<file path="src/ffbt_pkg.sv">
// shared constants, types and command/status bundles of the boundary-tag allocator
package ffbt_pkg;

    localparam int POOL_WORDS = 256;
    localparam int AW         = $clog2(POOL_WORDS);
    localparam int TW         = AW + 1;
    localparam int LEN_W      = 8;
    localparam int PIDX_W     = 8;
    localparam int CW         = (AW + 2 > LEN_W + 2) ? AW + 2 : LEN_W + 2;

    typedef enum logic [4:0] {
        S_CLEAR,
        S_IDLE,
        S_A_RD,
        S_A_CHK,
        S_A_W0,
        S_A_W1,
        S_A_W2,
        S_A_W3,
        S_F_START,
        S_F_HD,
        S_F_NRD,
        S_F_NCHK,
        S_F_PRD,
        S_F_PCHK,
        S_F_W0,
        S_F_W1,
        S_DONE
    } t_state;

    typedef enum logic [1:0] {
        RD_LOC,
        RD_HEAD,
        RD_NEXT,
        RD_PREV
    } t_rd_sel;

    typedef enum logic [2:0] {
        WR_CLR,
        WR_A_HDR,
        WR_A_FTR,
        WR_R_HDR,
        WR_R_FTR,
        WR_F_HDR,
        WR_F_FTR
    } t_wr_sel;

    typedef struct packed {
        logic    capture;
        logic    rd_en;
        t_rd_sel rd_sel;
        logic    wr_en;
        t_wr_sel wr_sel;
        logic    clr_step;
        logic    walk_step;
        logic    ld_size;
        logic    ld_free;
        logic    add_next;
        logic    add_prev;
        logic    set_fail;
        logic    out_load;
    } t_cmd;

    typedef struct packed {
        logic in_free;
        logic clr_done;
        logic loc_end;
        logic tag_zero;
        logic fits;
        logic over;
        logic addr_bad;
        logic head_bad;
        logic has_next;
        logic next_ok;
        logic has_prev;
        logic prev_ok;
        logic out_free;
    } t_status;

endpackage

</file>
<file path="src/ffbt_ram.sv">
// generic single write port, single read port ram with registered read
module ffbt_ram #(
    parameter int WIDTH = 8,
    parameter int DEPTH = 16
) (
    input  logic                     i_clk,
    input  logic                     i_we,
    input  logic [$clog2(DEPTH)-1:0] i_waddr,
    input  logic [WIDTH-1:0]         i_wdata,
    input  logic                     i_re,
    input  logic [$clog2(DEPTH)-1:0] i_raddr,
    output logic [WIDTH-1:0]         o_rdata
);

    logic [WIDTH-1:0] r_mem [DEPTH];
    logic [WIDTH-1:0] r_rdata;

    always_ff @(posedge i_clk) begin
        if (i_we) begin
            r_mem[i_waddr] <= i_wdata;
        end
        if (i_re) begin
            r_rdata <= r_mem[i_raddr];
        end
    end

    assign o_rdata = r_rdata;

endmodule

</file>
<file path="src/ffbt_ctrl.sv">
// controller state machine sequencing clear, allocate walk and free merge
module ffbt_ctrl (
    input  logic             i_clk,
    input  logic             i_rst_n,
    input  logic             i_in_valid,
    input  ffbt_pkg::t_status i_status,
    output logic             o_in_ready,
    output ffbt_pkg::t_cmd   o_cmd
);
    import ffbt_pkg::*;

    t_state r_state;
    t_state n_state;

    always_ff @(posedge i_clk) begin
        if (!i_rst_n) begin
            r_state <= S_CLEAR;
        end else begin
            r_state <= n_state;
        end
    end

    always_comb begin
        n_state = r_state;
        case (r_state)
            S_CLEAR: begin
                if (i_status.clr_done) n_state = S_IDLE;
            end
            S_IDLE: begin
                if (i_in_valid) n_state = i_status.in_free ? S_F_START : S_A_RD;
            end
            S_A_RD: begin
                n_state = i_status.loc_end ? S_DONE : S_A_CHK;
            end
            S_A_CHK: begin
                if (i_status.tag_zero) begin
                    n_state = S_DONE;
                end else if (i_status.fits) begin
                    n_state = i_status.over ? S_DONE : S_A_W0;
                end else begin
                    n_state = S_A_RD;
                end
            end
            S_A_W0:    n_state = S_A_W1;
            S_A_W1:    n_state = S_A_W2;
            S_A_W2:    n_state = S_A_W3;
            S_A_W3:    n_state = S_DONE;
            S_F_START: n_state = i_status.addr_bad ? S_DONE : S_F_HD;
            S_F_HD:    n_state = i_status.head_bad ? S_DONE : S_F_NRD;
            S_F_NRD:   n_state = i_status.has_next ? S_F_NCHK : S_F_PRD;
            S_F_NCHK:  n_state = S_F_PRD;
            S_F_PRD:   n_state = i_status.has_prev ? S_F_PCHK : S_F_W0;
            S_F_PCHK:  n_state = S_F_W0;
            S_F_W0:    n_state = S_F_W1;
            S_F_W1:    n_state = S_DONE;
            S_DONE: begin
                if (i_status.out_free) n_state = S_IDLE;
            end
            default:   n_state = S_CLEAR;
        endcase
    end

    always_comb begin
        o_cmd      = '0;
        o_in_ready = 1'b0;
        case (r_state)
            S_CLEAR: begin
                o_cmd.wr_en    = 1'b1;
                o_cmd.wr_sel   = WR_CLR;
                o_cmd.clr_step = 1'b1;
            end
            S_IDLE: begin
                o_in_ready    = 1'b1;
                o_cmd.capture = i_in_valid;
            end
            S_A_RD: begin
                if (i_status.loc_end) begin
                    o_cmd.set_fail = 1'b1;
                end else begin
                    o_cmd.rd_en  = 1'b1;
                    o_cmd.rd_sel = RD_LOC;
                end
            end
            S_A_CHK: begin
                if (i_status.tag_zero) begin
                    o_cmd.set_fail = 1'b1;
                end else if (i_status.fits) begin
                    if (i_status.over) o_cmd.set_fail = 1'b1;
                    else               o_cmd.ld_size  = 1'b1;
                end else begin
                    o_cmd.walk_step = 1'b1;
                end
            end
            S_A_W0: begin
                o_cmd.wr_en  = 1'b1;
                o_cmd.wr_sel = WR_A_HDR;
            end
            S_A_W1: begin
                o_cmd.wr_en  = 1'b1;
                o_cmd.wr_sel = WR_A_FTR;
            end
            S_A_W2: begin
                o_cmd.wr_en  = 1'b1;
                o_cmd.wr_sel = WR_R_HDR;
            end
            S_A_W3: begin
                o_cmd.wr_en  = 1'b1;
                o_cmd.wr_sel = WR_R_FTR;
            end
            S_F_START: begin
                if (!i_status.addr_bad) begin
                    o_cmd.rd_en  = 1'b1;
                    o_cmd.rd_sel = RD_HEAD;
                end
            end
            S_F_HD: begin
                o_cmd.ld_free = !i_status.head_bad;
            end
            S_F_NRD: begin
                if (i_status.has_next) begin
                    o_cmd.rd_en  = 1'b1;
                    o_cmd.rd_sel = RD_NEXT;
                end
            end
            S_F_NCHK: begin
                o_cmd.add_next = i_status.next_ok;
            end
            S_F_PRD: begin
                if (i_status.has_prev) begin
                    o_cmd.rd_en  = 1'b1;
                    o_cmd.rd_sel = RD_PREV;
                end
            end
            S_F_PCHK: begin
                o_cmd.add_prev = i_status.prev_ok;
            end
            S_F_W0: begin
                o_cmd.wr_en  = 1'b1;
                o_cmd.wr_sel = WR_F_HDR;
            end
            S_F_W1: begin
                o_cmd.wr_en  = 1'b1;
                o_cmd.wr_sel = WR_F_FTR;
            end
            S_DONE: begin
                o_cmd.out_load = i_status.out_free;
            end
            default: begin
                o_cmd = '0;
            end
        endcase
    end

endmodule

</file>
<file path="src/ffbt_dp.sv">
// datapath: walk and merge registers, tag pool ram, result register
module ffbt_dp (
    input  logic                      i_clk,
    input  logic                      i_rst_n,
    input  ffbt_pkg::t_cmd            i_cmd,
    input  logic                      i_req_type,
    input  logic [ffbt_pkg::LEN_W-1:0] i_alloc_len,
    input  logic [ffbt_pkg::LEN_W-1:0] i_free_addr,
    input  logic                      i_out_ready,
    output ffbt_pkg::t_status         o_status,
    output logic                      o_out_valid,
    output logic [ffbt_pkg::PIDX_W-1:0] o_payload_index,
    output logic                      o_out_status
);
    import ffbt_pkg::*;

    localparam logic [CW-1:0] POOL_C = CW'(POOL_WORDS);

    logic              r_req;
    logic              r_fail;
    logic [CW-1:0]     r_loc;
    logic [CW-1:0]     r_head;
    logic [CW-1:0]     r_need;
    logic [CW-1:0]     r_size;
    logic [AW-1:0]     r_clr;
    logic              r_out_valid;
    logic [PIDX_W-1:0] r_pidx;
    logic              r_stat;

    logic [TW-1:0]     rdata;
    logic [CW-1:0]     size_rd;
    logic              free_rd;
    logic [CW-1:0]     head_end;
    logic [CW-1:0]     rnd_len;
    logic              we;
    logic [AW-1:0]     waddr;
    logic [TW-1:0]     wdata;
    logic [AW-1:0]     raddr;
    logic [CW-1:0]     rem;

    assign size_rd  = CW'({rdata[TW-1:1], 1'b0});
    assign free_rd  = !rdata[0];
    assign head_end = r_head + r_size;
    assign rnd_len  = (CW'(i_alloc_len) + CW'(3)) & ~CW'(3);
    assign rem      = r_size - r_need;

    always_comb begin
        case (i_cmd.rd_sel)
            RD_LOC:  raddr = r_loc[AW-1:0];
            RD_HEAD: raddr = r_head[AW-1:0];
            RD_NEXT: raddr = head_end[AW-1:0];
            RD_PREV: raddr = AW'(r_head - CW'(1));
            default: raddr = r_loc[AW-1:0];
        endcase
    end

    always_comb begin
        we = i_cmd.wr_en;
        case (i_cmd.wr_sel)
            WR_CLR: begin
                waddr = r_clr;
                wdata = (r_clr == '0 || r_clr == AW'(POOL_WORDS - 1))
                      ? TW'(POOL_WORDS) : '0;
            end
            WR_A_HDR: begin
                waddr = r_loc[AW-1:0];
                wdata = TW'(r_need) | TW'(1);
            end
            WR_A_FTR: begin
                waddr = AW'(r_loc + r_need - CW'(1));
                wdata = TW'(r_need) | TW'(1);
            end
            WR_R_HDR: begin
                waddr = AW'(r_loc + r_need);
                wdata = TW'(rem);
            end
            WR_R_FTR: begin
                waddr = AW'(r_loc + r_size - CW'(1));
                wdata = TW'(rem);
            end
            WR_F_HDR: begin
                waddr = r_loc[AW-1:0];
                wdata = TW'(r_size);
            end
            WR_F_FTR: begin
                waddr = AW'(r_loc + r_size - CW'(1));
                wdata = TW'(r_size);
            end
            default: begin
                waddr = r_clr;
                wdata = '0;
                we    = 1'b0;
            end
        endcase
    end

    ffbt_ram #(
        .WIDTH(TW),
        .DEPTH(POOL_WORDS)
    ) u_pool (
        .i_clk  (i_clk),
        .i_we   (we),
        .i_waddr(waddr),
        .i_wdata(wdata),
        .i_re   (i_cmd.rd_en),
        .i_raddr(raddr),
        .o_rdata(rdata)
    );

    always_ff @(posedge i_clk) begin
        if (!i_rst_n) begin
            r_clr       <= '0;
            r_out_valid <= 1'b0;
        end else begin
            if (i_cmd.clr_step) r_clr <= r_clr + AW'(1);
            if (i_cmd.out_load)   r_out_valid <= 1'b1;
            else if (i_out_ready) r_out_valid <= 1'b0;
        end
    end

    always_ff @(posedge i_clk) begin
        if (i_cmd.capture) begin
            r_req  <= i_req_type;
            r_fail <= 1'b0;
            r_loc  <= '0;
            r_head <= CW'(i_free_addr) - CW'(1);
            r_need <= rnd_len + CW'(2);
        end
        if (i_cmd.set_fail)  r_fail <= 1'b1;
        if (i_cmd.walk_step) r_loc  <= r_loc + size_rd;
        if (i_cmd.ld_size)   r_size <= size_rd;
        if (i_cmd.ld_free) begin
            r_loc  <= r_head;
            r_size <= size_rd;
        end
        if (i_cmd.add_next) r_size <= r_size + size_rd;
        if (i_cmd.add_prev) begin
            r_loc  <= r_head - size_rd;
            r_size <= r_size + size_rd;
        end
        if (i_cmd.out_load) begin
            r_pidx <= (!r_req && !r_fail) ? PIDX_W'(r_loc + CW'(1)) : '0;
            r_stat <= !r_req && r_fail;
        end
    end

    always_comb begin
        o_status.in_free  = i_req_type;
        o_status.clr_done = (r_clr == AW'(POOL_WORDS - 1));
        o_status.loc_end  = (r_loc >= POOL_C);
        o_status.tag_zero = (size_rd == '0);
        o_status.fits     = free_rd && (size_rd > r_need);
        o_status.over     = (r_loc + size_rd > POOL_C);
        o_status.addr_bad = (r_head >= POOL_C);
        o_status.head_bad = (size_rd == '0) || (r_head + size_rd > POOL_C);
        o_status.has_next = (head_end < POOL_C);
        o_status.next_ok  = free_rd && (head_end + size_rd <= POOL_C);
        o_status.has_prev = (r_head != '0);
        o_status.prev_ok  = free_rd && (size_rd != '0) && (size_rd <= r_head);
        o_status.out_free = !r_out_valid || i_out_ready;
    end

    assign o_out_valid     = r_out_valid;
    assign o_payload_index = r_pidx;
    assign o_out_status    = r_stat;

endmodule

</file>
<file path="src/first_fit_boundary_tag_allocator_unit.sv">
// top level of the first-fit boundary-tag word pool allocator
//
//  channel | dir | tdata                              | tuser
//  s_*     | in  | [7:0] alloc_len, [15:8] free_addr  | [0] req_type
//  m_*     | out | [7:0] payload_index               | [0] status
//
// one request at a time; s_tready is high only while the controller is idle
// allocate: a tag read and a check per block visited, 4 tag writes, then the result is
// loaded and the controller returns to idle; a failed walk skips the tag writes
// free: head, next and previous tag reads, then two tag writes
// after reset a clearing pass writes the pool before s_tready rises
// a result holds in the output register until m_tready; one beat may wait there
module first_fit_boundary_tag_allocator_unit (
    input  logic        i_clk,
    input  logic        i_rst_n,
    input  logic        s_tvalid,
    output logic        s_tready,
    input  logic [15:0] s_tdata,   // [7:0] alloc_len, [15:8] free_addr
    input  logic [0:0]  s_tuser,   // [0] req_type
    output logic        m_tvalid,
    input  logic        m_tready,
    output logic [7:0]  m_tdata,   // [7:0] payload_index
    output logic [0:0]  m_tuser    // [0] status
);
    import ffbt_pkg::*;

    t_cmd    cmd;
    t_status status;
    logic    out_stat;

    ffbt_ctrl u_ctrl (
        .i_clk     (i_clk),
        .i_rst_n   (i_rst_n),
        .i_in_valid(s_tvalid),
        .i_status  (status),
        .o_in_ready(s_tready),
        .o_cmd     (cmd)
    );

    ffbt_dp u_dp (
        .i_clk          (i_clk),
        .i_rst_n        (i_rst_n),
        .i_cmd          (cmd),
        .i_req_type     (s_tuser[0]),
        .i_alloc_len    (s_tdata[7:0]),
        .i_free_addr    (s_tdata[15:8]),
        .i_out_ready    (m_tready),
        .o_status       (status),
        .o_out_valid    (m_tvalid),
        .o_payload_index(m_tdata),
        .o_out_status   (out_stat)
    );

    assign m_tuser = out_stat;

endmodule

</file>
<file path="config.mk">
export PLATFORM = sky130hd
export DESIGN_NAME = first_fit_boundary_tag_allocator_unit
export DESIGN_NICKNAME = d
export VERILOG_FILES = /design/src/ffbt_pkg.sv /design/src/ffbt_ram.sv /design/src/ffbt_ctrl.sv /design/src/ffbt_dp.sv /design/src/first_fit_boundary_tag_allocator_unit.sv
export SDC_FILE = /design/constraint.sdc
export NUM_CORES = 2
export LEC_CHECK = 0
export BUFFER_PORTS_ARGS = -buffer_cell sky130_fd_sc_hd__buf_2
export CAP_MARGIN = 0
export CORE_MARGIN = 4
export CORE_UTILIZATION = 35
export CTS_CLUSTER_SIZE = 10
export DETAILED_ROUTE_END_ITERATION = 12
export SLEW_MARGIN = 20
export SYNTH_ARGS = -nofsm -noshare
export SYNTH_HDL_FRONTEND = slang
export SYNTH_SLANG_ARGS = --single-unit
</file>
<file path="constraint.sdc">
create_clock -name i_clk -period 14.1 [get_ports i_clk]
set_input_delay 0.705 -clock i_clk [delete_from_list [all_inputs] [get_ports i_clk]]
set_output_delay 0.705 -clock i_clk [all_outputs]
set_load 0.05 [all_outputs]
</file>
==> out/results.md <==
| Parameter | Reported | Unit |
| --- | --- | --- |
| CP max stage delay | 0.89 | ns |
| Final #Nets | 5677 | - |
| Number of DRC markers in iteration 0 | 6640 | - |
| Number of nets with antenna violations after routing | 0 | - |
| Grt met2 use | 28.02 | % |
| Post-synthesis cell type count | 90 | - |
| Hold violation count in the final report | 0 | - |
| Final Cycle Share | 55.76 | % |
| Cell types with the largest area share after synthesis | sky130_fd_sc_hd__edfxtp_1 (73%), sky130_fd_sc_hd__mux4_2 (7.9%), sky130_fd_sc_hd__mux2i_1 (5.4%) | - |
| Sw power | 2.723 | mW |
| Total design power | 14.20 | mW |
| Sum Neg Setup Slack | 0 | ns |
| Maximum fanout along the worst path | 112 | - |
| Cell count after synthesis | 5455 | - |
| Met3 usage | 3.181 | % |
| VDD IR max | 0.1031 | mV |
| Critical Path Slowest Stage Cell | sky130_fd_sc_hd__o41ai_1 | - |
| Number of H-tree levels | 5 | - |
| Vias in the first global route | 51.68k | - |
| Final routed DRC violation total | 0 | - |
| Root buf cell | sky130_fd_sc_hd__clkbuf_16 | - |
| TritonCTS clock tree | done | - |
| Clock transition at the registers of the reported paths | 0.05 | ns |
| Flops & latches, synth | 2373 | - |
| Initial antenna violation count | 15 | - |
| Cell seen most often among critical-path stages | sky130_fd_sc_hd__buf_4 | - |
| Most used standard cell by instance count after synthesis | sky130_fd_sc_hd__edfxtp_1 | - |
| Count of instances resized after the clock tree is built | 0 | - |
| Status | finished, final reports clean | - |
| Total nets after synthesis | 5571 | - |
| Total of endpoints with negative setup slack in the final report | 0 | - |
| GRT overflow | 0 | - |
| Highest achievable clock rate | 127.2 | MHz |
| Share of the synthesized area in the top cell type | 72.73 | % |
| Startpoint class of the critical path | flip-flop | - |
| Power density relative to cell area | 130.1 | mW/mm^2 |
| DIE WIDTH | 535.4 | um |
| CTS buffer count | 293 | - |
| Wire length of the first global-routing pass | 375.0 | mm |
| Cell accounting for the most synthesized area | sky130_fd_sc_hd__edfxtp_1 | - |
| Multi-input gate area in the final layout | 0.02436 | sq mm |
| Layout cells sized above 1 | 14.98 | % |
| Pin count of the biggest net entering global routing | 219 | - |
| DP Wirelength | 154.9 | mm |
| Gate power share | 0.8 | % |
| Internal Dissipation | 11.48 | mW |
| Overall fraction of global-route tracks in use | 17.80 | % |
| EDFF count, synth | 2358 | - |
| Hold/Removal Path Class | input port to flip-flop | - |
| Crit path cell chain | ha_1 -> a21oi_1 -> o21ai_0 -> a2bb2oi_1 -> and3_1 -> nand2_1 -> o211ai_4 -> buf_4 -> buf_4 -> buf_12 -> buf_4 -> mux4_2 -> o31ai_1 -> or4_1 -> o41ai_1 -> and4_1 | - |
| Time the worst path needs with I/O delays and setup | 7.862 | ns |
| Busiest layer in global routing | met2 | - |
| Via-to-Cell Ratio | 5.611 | - |
| Area Growth Syn to Fin | 12.14 | % |
| Post-route clock skew | 0.06451 | ns |
| Hold WS | 0.1541 | ns |
| Via count of the routed design | 52.27k | - |
| Die Ht | 535.4 | um |
| Number of input and output port buffers inserted | 31 | - |
| I/O pin total | 32 | - |
| Fraction of power consumed by sequential logic | 54.2 | % |
| Most common library cells after synthesis | sky130_fd_sc_hd__edfxtp_1 (2358), sky130_fd_sc_hd__mux2i_1 (521), sky130_fd_sc_hd__nor2_1 (377) | - |
| Worst EP arrival | 8.63 | ns |
| CTS sink count | 2373 | - |
| Ys async rst share | 0 | % |
| Capturing element type of the critical path | flip-flop | - |
| Core area | 0.2767 | sq mm |
| Top FF cell, synth | sky130_fd_sc_hd__edfxtp_1 | - |
| Weighted congestion at the end of routability-driven global placement | 0.8631 | - |
| Longest Clk Path Bufs | 4 | - |
| Yosys synthesis warning count | 0 | - |
| Later-pin clock latency in the skew report | 0.93 | ns |
| CP delay by family, top | buffers and inverters | - |
| Cell area after synthesis | 0.09736 | sq mm |
| Core Rows | 193 | - |
| First-pass iteration count of the detailed router | 9 | - |
| Transition time at the pin with the least slew margin | 1.237 | ns |
| Switching share of total power | 19.18 | % |
| Non-filler instance count after layout | 9315 | - |
| Fill cell total of the finished layout | 24.90k | - |
| Kind of critical path | flip-flop to flip-flop | - |
| Share of the yosys chip area belonging to registers | 73.04 | % |
| Worst slew margin relative to its limit | 17.56 | % |
| Total area of sequential cells | 0.07111 | sq mm |
| Required time of the critical path | 14.87 | ns |
| Count of placed standard cells including taps | 8970 | - |
| Average wire per standard cell | 28.05 | um |
| Mean area per synthesized cell | 17.85 | sq um |
| Die area | 0.2867 | sq mm |
| WL final | 261.3 | mm |
| Setup repair after global routing missed its margin | false | - |
| Initial cell density of the core | 35.18 | % |
| Count of pins over their slew limit | 0 | - |
| Buffers plus inverters on the worst setup path | 4 | - |
| Reported leakage power | 34.83 | nW |
| Count of buffers added by post-CTS timing repair for setup | 0 | - |
| Clock network fraction of design power | 45.0 | % |
| Global-route met1 utilization | 25.15 | % |
| CTS Hold Buffers Added | 1 | - |
| Maximum capacitance violations | 0 | - |
-- placed cells by master, fill, tap and decap left out, types with 14 or more instances in the layout --
cell type                   Yosys  routed
sky130_fd_sc_hd__clkbuf_1     112      18
sky130_fd_sc_hd__a32oi_1       18      18
sky130_fd_sc_hd__a21oi_1       90      89
sky130_fd_sc_hd__mux2i_1      521     521
sky130_fd_sc_hd__a21o_1        25      25
sky130_fd_sc_hd__or3_1         25      25
sky130_fd_sc_hd__nor3_1        23      22
sky130_fd_sc_hd__buf_12         6      14
sky130_fd_sc_hd__buf_2         96      32
sky130_fd_sc_hd__nor4_1        30      30
sky130_fd_sc_hd__nand4_1       14      14
sky130_fd_sc_hd__xnor2_1       57      57
sky130_fd_sc_hd__a311o_1       17      17
sky130_fd_sc_hd__ha_1          86      86
sky130_fd_sc_hd__and3_1        41      41
sky130_fd_sc_hd__a31oi_1       41      39
sky130_fd_sc_hd__nand2_1      360     355
sky130_fd_sc_hd__xor2_1        29      29
sky130_fd_sc_hd__o22ai_1      143     143
sky130_fd_sc_hd__dfxtp_1       15      15
sky130_fd_sc_hd__clkbuf_16      0     299
sky130_fd_sc_hd__o32ai_1       64      64
sky130_fd_sc_hd__mux4_2       340     340
sky130_fd_sc_hd__nor2b_1       17      17
sky130_fd_sc_hd__inv_1         85      85
sky130_fd_sc_hd__nor2_1       377     358
sky130_fd_sc_hd__buf_4         43      76
sky130_fd_sc_hd__nand2b_1      22      18
sky130_fd_sc_hd__nand3_1       61      60
sky130_fd_sc_hd__edfxtp_1    2358    2358
sky130_fd_sc_hd__o21ai_0       39      39
-- per-stage QoR --
| stage | setup WS (ns) | cell area [sq um] | utilization, % |
|---|---|---|---|
| 6_report | 6.238 | 109200 | 39.45 |
| 5_1_grt | 6.012 | 109200 | 39.45 |
| 4_1_cts | 6.258 | 109100 | 39.44 |
| 3_5_place_dp | 6.246 | 101400 | 36.64 |
| 3_3_place_gp | 6.242 | 101400 | 36.63 |
| 2_1_floorplan | 1.487 | 97360 | - |
-- final timing paths --
| check | start | to | slack, ns | cells after the start |
|---|---|---|---|---|
| setup / recovery | u_dp.r_head[8] | u_dp.u_pool.o_rdata[4] | 6.24 | 16 |
| hold reg to reg | u_dp.r_fail | u_dp.r_fail | 0.48 | 1 |
| hold / removal | s_tdata[15] | u_dp.r_head[7] | 0.15 | 2 |
| setup reg to reg | u_dp.r_head[8] | u_dp.u_pool.o_rdata[4] | 6.24 | 16 |
-- cell type report --
cell class,instances,share of cell area [%]
Inverter,85,0.2922
Timing Repair Buffer,123,0.9352
Clock inverter,22,0.1467
Clock buffer,318,6.928
Antenna cell,4,0.009169
Tap cell,3705,4.246
Sequential cell,2373,65.13
Multi-Input combinational cell,2685,22.31
-- flip-flops by register name (all words and copies together) (netlist names), 5 cells and up --
name	flops
u_ctrl.r_state	5
u_dp.o_payload_index	8
u_dp.r_clr	8
u_dp.r_head	9
u_dp.r_loc	10
u_dp.r_need	7
u_dp.r_size	9
u_dp.u_pool.o_rdata	9
u_dp.u_pool.r_mem	2304
-- power by group through the flow --
stage                     combinational, mW  sequential, mW  clock (mW)
after floorplan                      0.0415            7.86           0
after global placement                0.104            7.84           0
after detailed placement              0.107            7.84           0
after CTS                             0.108            7.70        6.50
after global routing                  0.113            7.69        6.80
final                                 0.108            7.70        6.39
-- kinds of logic after synthesis --
| logic type | count (synthesis) | synth area share [%] |
|---|---|---|
| AOI/OAI and AO/OA | 589 | 4.300 |
| xor gates and xnor gates | 86 | 0.7737 |
| muxes | 874 | 13.56 |
| adders and majority gates | 95 | 1.290 |
| DFF | 2373 | 73.04 |
| buffers and inverters | 397 | 2.177 |
| and+or+nand+nor | 1040 | 4.859 |
| other | 1 | 0.003852 |
-- per-layer routing --
layer | part of all wire [%] | routed length [um]
met1 | 42 | 108700
met2 | 47 | 121900
met3 | 8.3 | 21760
met4 | 3.3 | 8641
met5 | 0.12 | 307
(Power assumes the default switching activity.)
